[src/rtl/asu_sqrt.sv]
// Pipelined integer square root, one result bit per stage, with a sideband carried alongside.
module asu_sqrt #(
  parameter int RW = 33,
  parameter int SW = 8
) (
  input  logic            clk,
  input  logic            rst,
  input  logic            en,
  input  logic            in_valid,
  input  logic [2*RW-1:0] rad,
  input  logic [SW-1:0]   in_side,
  output logic            out_valid,
  output logic [RW-1:0]   root,
  output logic [SW-1:0]   out_side
);

  logic            vld   [RW];
  logic [RW+1:0]   rem   [RW];
  logic [RW-1:0]   rt    [RW];
  logic [2*RW-1:0] rsh   [RW];
  logic [SW-1:0]   side  [RW];

  for (genvar g = 0; g < RW; g++) begin : g_stage
    logic            v_in;
    logic [RW+1:0]   rem_in;
    logic [RW-1:0]   rt_in;
    logic [2*RW-1:0] rsh_in;
    logic [SW-1:0]   side_in;
    logic [RW+3:0]   acc;
    logic [RW+3:0]   trial;
    logic [RW+3:0]   diff;

    if (g == 0) begin : g_first
      assign v_in    = in_valid;
      assign rem_in  = '0;
      assign rt_in   = '0;
      assign rsh_in  = rad;
      assign side_in = in_side;
    end else begin : g_next
      assign v_in    = vld[g-1];
      assign rem_in  = rem[g-1];
      assign rt_in   = rt[g-1];
      assign rsh_in  = rsh[g-1];
      assign side_in = side[g-1];
    end

    // Bring down the next two radicand bits and try the root bit as one.
    assign acc   = {rem_in, rsh_in[2*RW-1 -: 2]};
    assign trial = {2'b00, rt_in, 2'b01};
    assign diff  = acc - trial;

    always_ff @(posedge clk) begin
      if (rst) begin
        vld[g] <= 1'b0;
      end else if (en) begin
        vld[g] <= v_in;
      end
      if (en) begin
        if (acc >= trial) begin
          rem[g] <= diff[RW+1:0];
          rt[g]  <= {rt_in[RW-2:0], 1'b1};
        end else begin
          rem[g] <= acc[RW+1:0];
          rt[g]  <= {rt_in[RW-2:0], 1'b0};
        end
        rsh[g]  <= {rsh_in[2*RW-3:0], 2'b00};
        side[g] <= side_in;
      end
    end
  end

  assign out_valid = vld[RW-1];
  assign root      = rt[RW-1];
  assign out_side  = side[RW-1];

endmodule

[config.mk]
export PLATFORM = sky130hd
export DESIGN_NAME = asu_sqrt
export DESIGN_NICKNAME = d
export VERILOG_FILES = /design/src/rtl/asu_sqrt.sv
export SDC_FILE = /design/constraint.sdc
export NUM_CORES = 2
export LEC_CHECK = 0
export BUFFER_PORTS_ARGS = -buffer_cell sky130_fd_sc_hd__buf_2
export CAP_MARGIN = 15
export CORE_AREA = 5 5 524 526
export DETAILED_ROUTE_END_ITERATION = 8
export DIE_AREA = 0 0 529 531
export PLACE_DENSITY = 0.71
export SETUP_SLACK_MARGIN = 0.02
export SYNTH_ARGS = -nofsm -noshare
export SYNTH_HDL_FRONTEND = slang
export SYNTH_MEMORY_MAX_BITS = 65536
export SYNTH_SLANG_ARGS = --single-unit
export TNS_END_PERCENT = 30
[constraint.sdc]
create_clock -name clk -period 6.4 [get_ports clk]
set_clock_uncertainty 0.1 [all_clocks]
set_input_delay 0.32 -clock clk [delete_from_list [all_inputs] [get_ports clk]]
set_output_delay 0.32 -clock clk [all_outputs]
set_load 0.01 [all_outputs]
# Yosys cells after proc, flatten, opt, wreduce, memory -nomap -nowiden

Memories as Yosys holds them, arrays and structs flattened.
Index checks and enable logic that the tools add are counted.

Bits in latches: 0
Memories: 5
Register bits after elaboration: 0
Memory bits (writable): 4653
Input port bits: 78
Output and inout port bits: 42
Bits in read-only memories: 0
Word-level logic and storage cells: 473

Memory list:

| memory | words | width | rd ports | clocked after memory_dff | wr ports | line | source |
|---|---|---|---|---|---|---|---|
| rsh    | 33    | 64    | 32       | 0                        | 33       | 20   | `logic [2*RW-1:0] rsh [RW];` |
| rem    | 33    | 35    | 32       | 0                        | 33       | 18   | `logic [RW+1:0] rem [RW];` |
| rt     | 33    | 33    | 33       | 0                        | 33       | 19   | `logic [RW-1:0] rt [RW];` |
| side   | 33    | 8     | 33       | 0                        | 33       | 21   | `logic [SW-1:0] side [RW];` |
| vld    | 33    | 1     | 33       | 0                        | 33       | 17   | `logic vld [RW];` |

$mul: 0
Reductions and logical operators: 0
Shifts and indexed selects: 0
Eq/ne operators: 0
Div/mod/pow operators: 0
$add $sub $neg: 33
Mux-type cells: 303
$lt $le $gt $ge: 33
Bitwise operators: 99

Operators with widths:

| kind                                                              | number |
|---|---|
| greater-or-equal comparator 37 x 35 -> 1 bit                      | 32 |
| 2-to-1 mux 35 bit                                                 | 33 |
| subtractor 35 bit                                                 | 32 |
| 2-to-1 mux 33 bit                                                 | 33 |
| 2-to-1 mux 1 bit                                                  | 237 |
| OR 1 bit                                                          | 99 |
| subtractor 2 x 1 -> 3 bit, second input constant                  | 1 |
| greater-or-equal comparator 2 x 1 -> 1 bit, second input constant | 1 |

# Logic depth before layout (Yosys ltp)

An unclocked memory read counts as a cell.

Word-level depth: 6
Mapped depth: 16
Gate-level depth less buffers: 15

# Worst setup path before layout

OpenSTA, ideal clock, no wires.

Path type: register to register
From: mem rem[14][0] (netlist bit)
To: mem rem[15][32] (netlist bit) (data pin)
Arrival: 3.374 ns
Path buffers: 1
Stages on the path, launching flop included: 14
Period minus slack after synthesis: 3.732 ns
Data required time: 6.042 ns
Slack: 2.668 ns
Setup time: 0.258 ns
Path through: edfxtp_1 -> ha_1 -> o21a_1 -> o21ai_1 -> a2111oi_0 -> o31ai_1 -> a21oi_1 -> a21oi_1 -> and3_1 -> or4_1 -> or2_2 -> buf_2 -> or3_1 -> xnor2_1

RTL lines:

| item        | line |
|---|---|
| from (decl) | 18 |

==> key figures <==
STA
  – Fmax: 0.199 GHz
  – Hold Vio Cnt, Final: 0
  – Worst-Margin Slew: 1.10 ns
  – Period utilization: 0.786
  – Worst hold margin: 0.0762 ns
  – Setup Viol. Count Final: 0
  – Worst rel slew slack: 0.268
  – Unrepaired setup endpoints after global routing: false
  – Slew Limit Fails: 0
  – Period minus WS final: 5.03 ns
  – Sum of negative setup slack: 0 ns

Synth
  – Post-Synthesis Cells: 10,100
  – Fraction of the mapped netlist area in simple logic gates: 0.0998
  – Post-synthesis adder-cell area fraction: 0.0558
  – Synth area leader: edfxtp_1
  – Syn Area/Cell: 13.3 µm²
  – Multiplexer share of the synthesized area: 0.00352
  – Xor/xnor share of the synthesized area: 0.0590
  – Sequential share of the synthesized area: 0.669
  – Compound-cell area share of the yosys netlist: 0.0854
  – FFs w/ async S/R, synth: 0
  – Yosys reg bits: 2,981
  – Syn Nets: 10,800
  – Post-synth EDFFs: 2,980
  – Top cells by area, synth: edfxtp_1 (67%), ha_1 (5.6%), xor2_1 (3.1%)
  – Synth cell types: 84
  – Yosys warning count: 0
  – Primary FF master, synth: edfxtp_1
  – Syn Std Cell Area: 134,000 µm²
  – Post-synth top area share: 0.669
  – Combinational family with the most area after synthesis: simple AND/OR/NAND/NOR gates

GRT
  – Gr usage total: 0.187
  – Initial antenna violation count: 4
  – Number of global-route vias before repair: 77,300
  – Global-route wire length before repair: 423,000 µm
  – Pin count of the biggest net entering global routing: 193
  – Gr ovfl total: 0

Worst setup path
  – CP max stage cell: clkinv_1
  – Worst path cell trace: ha_1, o21a_1, o21a_1, o21ai_0, nand2b_1, a211oi_1, a21oi_1, a311oi_1, nor3_1, a21boi_1, clkinv_1, and3_1, nand3_1, xnor2_1
  – WP depth: 14
  – Crit path from: rem[21][0]$_DFFE_PP_
  – Reg2Reg Setup Slack: 1.37 ns
  – Crit path DAT: 5.57 ns
  – Worst Path Required: 6.93 ns
  – CP endpoint kind: flip-flop
  – Cell family with most CP delay: compound AO/OA/AOI/OAI gates
  – Worst path most repeated cell: o21a_1
  – Startpoint Class: flip-flop
  – CP Max Fanout: 35
  – Worst setup path end: rem[22][30]$_DFFE_PP_
  – CP bufs+invs: 1
  – Worst R2R End: rem[22][30]$_DFFE_PP_
  – CP max stage delay: 0.85 ns
  – Setup CP Type: flip-flop to flip-flop
  – Worst R2R Path Depth: 14
  – RR Startpoint: rem[21][0]$_DFFE_PP_

Floorplanning
  – Row count: 191
  – Core area: 270,000 µm²
  – Initial Utilization: 0.496
  – Die area: 281,000 µm²
  – Die X: 529 µm
  – Io pins: 120
  – Die H: 531 µm

CTS
  – Skew-Pair Late Insertion Delay: 0.91 ns
  – CTS Buf Count: 317
  – CTS tree: built
  – CTS Sinks: 2,981
  – Clock Path Buffers: 4
  – CTS H-tree depth: 5
  – Root buffer cell: clkbuf_16
  – PostCTS Resize Cnt: 0
  – Clock transition at path regs: 0.06 ns

Placed design
  – DPL Wire Length: 190,000 µm
  – Port bufs: 119
  – Gpl congestion: 0.892
  – Dpl cells: 13,600

Run
  – Max_cap viols: 0

Power
  – Pleak: 56.9 nW
  – Pwr dens: 359 nW/µm²
  – Worst vdd ir: 0.217 mV
  – Design Power: 0.0540 W

Finish
  – Multi-input gate area: 40,700 µm²
  – NumNets Final: 11,200
  – Fill cells: 21,600
  – Register area: 89,500 µm²
  – Final cell count without fillers: 14,300
  – Most frequent cells in the layout: edfxtp_1 (2,980), nand2_1 (801), inv_1 (760)
  – Area Overhead vs Synth: 12.5%
  – Share of layout cells above drive strength 1: 0.0707
  – Final core occ: 0.559
  – Leading cell type in the layout, fill and taps excluded: edfxtp_1

Detailed routing
  – TritonRoute pass-1 iters: 9
  – Antenna-violating nets left: 0
  – Vias: 78,400
  – Overall routed net length: 269,000 µm
  – DR iter-0 viols: 5,840
  – Routed WL per cell: 18.8 µm
  – DRC viols: 1
  – Via density: 5.47

Outcome
  – Run status: finished with violations
  – Failing checks: DRC

Min path
  – Hold Path Class: primary input to flip-flop
sequential cells by signal, summed over array words and instances, names as in the netlist:
name,count
side,264
rsh,1056
rt,561
vld,33
rem,1067
synthesized netlist by cell type, drive strengths merged (94+ instances only):
cell type  number
inv           761
nor4          124
nand2b        145
nor2          521
edfxtp       2980
clkbuf        209
a21o          240
nor3          250
o21ai         645
xnor2         433
or3           104
nand3         176
xor2          469
ha            597
a21oi         511
o21a           94
nand2         801
worst register-to-register path, stage by stage (launching register included):
cell,delay (ns)
edfxtp_1,0.41
ha_1,0.38
o21a_1,0.15
o21a_1,0.18
o21ai_0,0.16
nand2b_1,0.15
a211oi_1,0.40
a21oi_1,0.23
a311oi_1,0.60
nor3_1,0.19
a21boi_1,0.22
clkinv_1,0.85
and3_1,0.56
nand3_1,0.14
xnor2_1,0.08
logic make-up (layout without fill, tap and decap cells):
logic type / Yosys count / count (layout)
adder cells (fa/ha/maj): 597 / 597
multiplexers: 43 / 43
buffers and inverters: 984 / 1662
XOR/XNOR: 902 / 902
flip-flops: 2981 / 2981
other: 0 / 3
AO/OA/AOI/OAI: 1883 / 1883
AND/OR/NAND/NOR: 2687 / 2687
what timing repair did:
item / 4_1_cts / 5_1_grt
setup endpoints to repair: 0 / 0
buffers inserted: 0 / 0
endpoints found under the hold margin: 166 / 0
hold buffers: 148 / 0
cell type report:
class / count / share of cell area
sequential: 2981 / 0.594
multi-input combinational: 6112 / 0.270
clock buffer: 381 / 0.0547
tap: 3570 / 0.0297
inverter: 762 / 0.0190
timing repair buffer: 328 / 0.0178
clock inverter: 191 / 0.0142
antenna: 3 / 0.0000499
power by group:
| part | switching, W | total (W) | leakage (nW) | internal (W) |
|---|---|---|---|---|
| Combinational | 0.00570 | 0.00972 | 23.1 | 0.00402 |
| Clock | 0.00754 | 0.0182 | 4.99 | 0.0106 |
| Sequential | 0.00160 | 0.0261 | 28.8 | 0.0245 |
| Total | 0.0148 | 0.0540 | 56.9 | 0.0391 |
per-layer routing:
layer | up-vias | wire, µm | track usage
met3 | 540 | 11700 | 0.0248
met2 | 1875 | 132000 | 0.322
met5 | - | 0 | 0
li1 | 38000 | - | -
met4 | 0 | 9390 | 0.0666
met1 | 38000 | 116000 | 0.246
how the worst min path moves through the flow:
stage	from	end	slack (ns)	depth (start not counted)
5_1_grt	rad[10]	rsh[0][10]$_DFFE_PP_	0.06	2
3_5_place_dp	rsh[0][40]$_DFFE_PP_	rsh[0][106]$_DFFE_PP_	0.30	0
3_3_place_gp	side[0][87]$_DFFE_PP_	side[0][95]$_DFFE_PP_	0.30	0
2_1_floorplan	rsh[0][934]$_DFFE_PP_	rsh[0][1000]$_DFFE_PP_	0.30	0
6_report	rad[10]	rsh[0][10]$_DFFE_PP_	0.08	2
4_1_cts	rad[10]	rsh[0][10]$_DFFE_PP_	0.001	2
through the flow:
step | worst slack, ns | area [µm²]
floorplan | 2.67 | 134000
global placement | 1.45 | 139000
detailed placement | 1.47 | 139000
CTS | 1.43 | 151000
global route | 1.08 | 151000
finish | 1.37 | 151000
(Power assumes the default switching activity.)
