==> config.mk <==
export PLATFORM = sky130hd
export DESIGN_NAME = asu_div
export DESIGN_NICKNAME = d
export VERILOG_FILES = /design/src/rtl/asu_div.sv
export SDC_FILE = /design/constraint.sdc
export NUM_CORES = 2
export LEC_CHECK = 0
export ABC_CLOCK_PERIOD_IN_PS = 3600
export CORE_ASPECT_RATIO = 0.75
export CORE_MARGIN = 2
export CORE_UTILIZATION = 30
export CTS_CLUSTER_DIAMETER = 40
export DETAILED_ROUTE_END_ITERATION = 7
export DONT_BUFFER_PORTS = 1
export GPL_ROUTABILITY_DRIVEN = 0
export PLACE_DENSITY = 0.44
export SLEW_MARGIN = 10
export SYNTH_ARGS = -nofsm -noshare
export SYNTH_HDL_FRONTEND = slang
export SYNTH_SLANG_ARGS = --single-unit
==> constraint.sdc <==
create_clock -name clk -period 3.6 [get_ports clk]
set_input_delay 0.36 -clock clk [delete_from_list [all_inputs] [get_ports clk]]
set_output_delay 0.36 -clock clk [all_outputs]
set_load 0.01 [all_outputs]
==> src/rtl/asu_div.sv <==
// Pipelined restoring divider, one quotient bit per stage, lanes sharing one divisor.
module asu_div #(
  parameter int NL = 1,
  parameter int NW = 62,
  parameter int DW = 31,
  parameter int QW = 31,
  parameter int SW = 8
) (
  input  logic                   clk,
  input  logic                   rst,
  input  logic                   en,
  input  logic                   in_valid,
  input  logic [NL-1:0][NW-1:0]  num,
  input  logic [DW-1:0]          den,
  input  logic [SW-1:0]          in_side,
  output logic                   out_valid,
  output logic [NL-1:0][QW-1:0]  quot,
  output logic [SW-1:0]          out_side
);

  localparam int EW = QW + DW;

  logic [NL-1:0][EW-1:0] ext;
  logic [NL-1:0][DW-1:0] rem0;
  logic [NL-1:0][QW-1:0] lo0;

  logic                  vld  [QW];
  logic [DW-1:0]         dsr  [QW];
  logic [NL-1:0][DW-1:0] rem  [QW];
  logic [NL-1:0][QW-1:0] lo   [QW];
  logic [SW-1:0]         side [QW];

  // The quotient is known to fit QW bits, so the top of the dividend starts as remainder.
  always_comb begin
    for (int l = 0; l < NL; l++) begin
      ext[l]  = EW'(num[l]);
      rem0[l] = ext[l][EW-1:QW];
      lo0[l]  = ext[l][QW-1:0];
    end
  end

  for (genvar g = 0; g < QW; g++) begin : g_stage
    logic                  v_in;
    logic [DW-1:0]         d_in;
    logic [NL-1:0][DW-1:0] rem_in;
    logic [NL-1:0][QW-1:0] lo_in;
    logic [SW-1:0]         side_in;
    logic [NL-1:0][DW:0]   acc;
    logic [NL-1:0][DW:0]   diff;
    logic [NL-1:0][DW-1:0] rem_next;
    logic [NL-1:0][QW-1:0] lo_next;

    if (g == 0) begin : g_first
      assign v_in    = in_valid;
      assign d_in    = den;
      assign rem_in  = rem0;
      assign lo_in   = lo0;
      assign side_in = in_side;
    end else begin : g_next
      assign v_in    = vld[g-1];
      assign d_in    = dsr[g-1];
      assign rem_in  = rem[g-1];
      assign lo_in   = lo[g-1];
      assign side_in = side[g-1];
    end

    // Dividend bits shift out of the low word as quotient bits shift in.
    always_comb begin
      for (int l = 0; l < NL; l++) begin
        acc[l]  = {rem_in[l], lo_in[l][QW-1]};
        diff[l] = acc[l] - {1'b0, d_in};
        if (acc[l] >= {1'b0, d_in}) begin
          rem_next[l] = diff[l][DW-1:0];
          lo_next[l]  = {lo_in[l][QW-2:0], 1'b1};
        end else begin
          rem_next[l] = acc[l][DW-1:0];
          lo_next[l]  = {lo_in[l][QW-2:0], 1'b0};
        end
      end
    end

    always_ff @(posedge clk) begin
      if (rst) begin
        vld[g] <= 1'b0;
      end else if (en) begin
        vld[g] <= v_in;
      end
      if (en) begin
        dsr[g]  <= d_in;
        rem[g]  <= rem_next;
        lo[g]   <= lo_next;
        side[g] <= side_in;
      end
    end
  end

  assign out_valid = vld[QW-1];
  assign quot      = lo[QW-1];
  assign out_side  = side[QW-1];

endmodule

# Word level (Yosys, flattened, before mapping)
# Memory sizes are Yosys's and may differ from the RTL's.
# Index checks and enable logic that the tools add are counted.
# word_totals
mem_bits_rw	3162
ff_bits	0
out_inout_bits	40
elab_cells	197
mem_count	5
# classes
n_lt_le_gt_ge	31
muxes	99
n_bitwise	31
addsub	31
# memory_table
name	words	width	rd	rd_clocked_by_memory_dff	wr	line_no	text
dsr	31	31	30	0	31	28	logic [DW-1:0] dsr [QW];
lo	31	31	31	0	31	30	logic [NL-1:0][QW-1:0] lo [QW];
rem	31	31	30	0	31	29	logic [NL-1:0][DW-1:0] rem [QW];
side	31	8	31	0	31	31	logic [SW-1:0] side [QW];
vld	31	1	31	0	31	27	logic vld [QW];
# ops
cell	count
$ge 32x31->1	31
$mux 31	31
$sub 31x31->31	31
$mux 1	68
$or 1x1->1	31

# Longest topological paths before layout
# depth
ltp_word	4
mapped_depth	16

# Worst setup path after synthesis
# Ideal clock, no wire load.
# synth_path
path_kind	register to register
startpoint	mem dsr[10][0] (netlist: dsr[0][310])
endpoint	mem rem[0][360] (netlist name), data pin
n_path_buf	1
path_slack_ps	86
arrival_ps	3254
t_required_ps	3340
path_stages_with_launch	13
cell_sequence	edfxtp_1 ha_1 fa_1 nand2b_1 a21oi_1 o21ai_1 a311oi_1 o21ai_1 nand2_1 a31oi_1 o41ai_2 buf_2 mux2_2
# synth_rtl
element	line_no
from (decl)	28
to (decl)	29

==> impl_metrics.yaml <==
status:
  outcome: "finished with violations"
  violated_checks: "setup timing"
worst_setup_path:
  startpoint_kind_of_the_worst_setup_timing_path: "flip-flop"
  rr_endpoint: "rem[1][69]$_DFFE_PP_"
  timing.rr.start: "lo[1][61]$_DFFE_PP_"
  critical_path_buf_inv_count: 3
  timing.critical_path.slowest_stage_cell: "o211ai_1"
  path_delay_family: "compound AO/OA/AOI/OAI gates"
  worstSetupEndpointType: "flip-flop"
  critical_path.max_stage_delay_ns: 0.45
  critical_path.cell_chain: "inv_2 -> ha_4 -> fa_2 -> nor2b_2 -> o21ai_2 -> a21boi_4 -> o211ai_1 -> a31oi_2 -> a31oi_1 -> a21boi_4 -> o211ai_1 -> a31oi_4 -> buf_6 -> buf_12 -> mux2_4"
  crit_cells: 15
  worst_ep_required_time_ns: 4.35
  worstPathArrival_ns: 4.59
  r2r_setup_slk_ns: -0.24
  cp_max_fo: 7
  timing_worst_setup_path_type: "flip-flop to flip-flop"
  reg2regPathDepth: 15
clock_tree:
  cts_root_buf: "clkbuf_16"
  clk_pin_slew_worst_paths_ns: 0.06
  ctsLongestPathBuffers: 4
  cts.htree.levels: 5
  numClockSinks: 3100
  clk_latency_ns: 1.04
  tritoncts: "done"
  cts_made_buffers: 484
sta:
  skew_ns: 0.1066
  unrepaired_setup_endpoints_after_global_routing: "true"
  fin_crit_ns: 3.839
  post-route-period-util: 1.066
  slew-limit-headroom: 0.2394
  finalSetupTns_ns: -10.87
  slew_at_the_pin_with_the_worst_max_slew_slack_ns: 1.141
  max_slew_violations: 0
  setup-violations-final: 104
  fmax_ghz: 0.2605
  worst_slack_ns: -0.2389
  final-hold-violation-count: 0
route:
  route.detailed.wl_per_inst_um: 18.33
  detail_route.drc_violations: 0
  final_antenna_net_count: 0
  wirelength_mm: 383.3
  drt-initial-drc-count: 8144
  via_count: 98190
  viasPerCell: 4.695
  dr.pass1.iters: 7
global_routing:
  groute.usage.overall: 0.1409
  number_of_antenna_violations_at_the_first_check_in_global_routing: 10
  grt_max_degree: 261
  total_grt_overflow: 0
  vias_in_the_first_global_route: 93660
  wire_length_of_the_first_global_routing_pass_mm: 575.4
place:
  dpl_cell_area_um2: 169500
  dp_cells: 19640
  pre_cts_ws_ns: -1.806
  dpl.hpwl_mm: 262.7
  port-buffer-count: 0
logic_synthesis:
  post_synth_instance_area_um2: 153600
  yosys_register_bits: 3100
  yosys_warnings: 0
  ys_seq_area_frac: 0.6059
  syn_inst: 12120
  synth-async-reset-ratio: 0
  dominantRegCellSynth: "edfxtp_1"
  postSynthNetCount: 13220
  avgSynthCellArea_um2: 12.67
  yosys.cell_types.count: 94
  count_of_flip_flops_with_a_built_in_enable_after_synthesis: 3100
cells_and_area:
  final_design_area_no_fill_um2: 193300
  design.final.nets: 14830
  fillers: 48960
  final_cell_count_no_fill: 20920
  postLayoutCoreUtil: 0.3792
  post_route_cells_drive_above_1_share: 0.2043
  areaGrowthSynthToFinish_pct: 25.86
power:
  seq_power_share: 0.304
  power-per-cell-area_nw_per_um2: 952.8
  comb_power_share: 0.435
  irDropWorstVdd_uv: 457.9
  internal-power_mw: 119.4
  power.leakage_nw: 77.57
  power_frac_clock: 0.261
  switching_power_mw: 64.81
  net_switching_fraction_of_the_power: 0.3518
die:
  die_area_um2: 517900
  coreArea_um2: 509800
  num_rows: 227
  die_h_um: 623.7
  chipWidth_um: 830.3
  initial_core_util: 0.3013
  ios: 145
min_path:
  worstHoldStart: "en"
  hold_path_class: "input port to flip-flop"
  min_path_cells: 2
  whs_endpoint: "lo[0][38]$_DFFE_PP_"
job:
  max_capacitance_violation_total: 0
power groups by stage:
stage | clock (mW) | sequential [mW] | combinational, mW
floorplan | 0 | 54.1 | 48.5
global placement | 0 | 56.9 | 70.6
detailed placement | 0 | 56.8 | 70.6
CTS | 49.7 | 56.2 | 74.8
global route | 51.3 | 56.9 | 87.8
finish | 48.0 | 56.0 | 80.2
what timing repair did:
action                                  4_1_cts  5_1_grt
hold buffers                                192        3
hold endpoints to repair                    408      149
gates resized for setup                     234      453
setup buffers                                71       74
pin swaps                                    93      172
endpoints found under the setup margin      864     1056
cloned                                       19       23
cells in the final DEF (no fill, tap or decap), drive strengths merged, types with 482 or more instances in the layout:
master  count
inv      1320
a21oi     943
nand2     624
xnor2     482
nor2      722
o21ai     596
a21o      496
ha        961
clkbuf    536
buf      1131
edfxtp   3100
synth_stat cells (all sizes together) (12+ instances only):
cell type  number  area [um^2]
edfxtp       3100        93090
inv          1213         4553
ha            961        12020
a21oi         943         4723
nor2          722         2710
nand2         624         2347
o21ai         596         2983
a21o          496         3724
xnor2         482         4222
mux2          474         5398
xor2          279         2444
nand3         177        885.9
clkbuf        156        585.6
nand4         138        863.3
o21a          137         1028
nor2b         134        838.3
nand2b        128        800.8
nor3          122        610.6
o21bai        101        758.2
a31oi          95        609.3
a211oi         87        673.2
and3           80        500.5
o31ai          76        575.6
and2           68        425.4
buf            65        350.3
or3            51        319.1
a21boi         46        345.3
mux2i          46        460.4
o211ai         41        307.8
a211o          37        324.1
or2            32        200.2
a31o           31        271.5
fa             30        600.6
nor4           28        175.2
o31a           24        210.2
and4           23        201.4
nor3b          23        172.7
a2111oi        20        219.0
o41ai          20        182.7
a221oi         17        148.9
or4            16        120.1
a311oi         14        140.1
o22ai          14        87.58
o221ai         12        105.1
registers in the layout (all words and copies together), names as in the netlist:
name / count
rem: 930
lo: 961
dsr: 930
vld: 31
side: 248
cell families after synthesis:
family / share of synthesized area
flip-flops: 0.6059
AO/OA/AOI/OAI: 0.1200
AND/OR/NAND/NOR: 0.07461
buffers and inverters: 0.03575
adder cells (fa/ha/maj): 0.08218
XOR/XNOR: 0.04339
multiplexers: 0.03813
through the flow:
stage	total power, mW	hold WS [ns]
final	184.2	0.08364
after global placement	127.5	0.4001
after floorplan	102.5	0.4003
after global routing	196.1	0.04235
after CTS	180.7	0.006828
after detailed placement	127.4	0.4045
worst reg2reg max path, delay by kind of cell, from the launching register on:
kind                     cells  cell delay, ns
AO/OA/AOI/OAI                8            2.04
adder cells (fa/ha/maj)      2            0.36
buffers and inverters        3            0.39
flip-flops                   1            0.37
multiplexers                 1            0.34
AND/OR/NAND/NOR              1            0.05
final cells by class:
type                            instances  area, um^2  share of cell area
Clock buffer                          515       12250             0.06335
Clock inverter                        396        4608             0.02383
Multi-Input combinational cell       7586       57760              0.2987
Antenna cell                            4       10.01          0.00005177
Sequential cell                      3100       93090              0.4815
Inverter                             1214        4571             0.02364
Timing Repair Buffer                 1346       12610             0.06520
Tap cell                             6755        8452             0.04371
layer usage:
metal | track usage | vias up | wire, um | share of wire
met2 | 0.1713 | 2242 | 135000 | 0.35
li1 | - | 48400 | - | -
met1 | 0.2386 | 47020 | 212900 | 0.56
met3 | 0.03327 | 531 | 26690 | 0.070
met5 | 0 | - | 23 | 0.000060
met4 | 0.03423 | 4 | 8722 | 0.023
worst max-delay path by stage:
| stage | from | endpoint | slack, ns |
|---|---|---|---|
| global placement | en | lo[1][7]$_DFFE_PP_ | -1.52 |
| global route | lo[1][61]$_DFFE_PP_ | rem[1][66]$_DFFE_PP_ | -0.36 |
| CTS | dsr[1][31]$_DFFE_PP_ | rem[1][69]$_DFFE_PP_ | -0.22 |
| floorplan | dsr[0][310]$_DFFE_PP_ | rem[0][360]$_DFFE_PP_ | 0.09 |
| detailed placement | en | lo[0][320]$_DFFE_PP_ | -1.81 |
| finish | lo[1][61]$_DFFE_PP_ | rem[1][69]$_DFFE_PP_ | -0.24 |
Power figures use the tool's default switching activity.
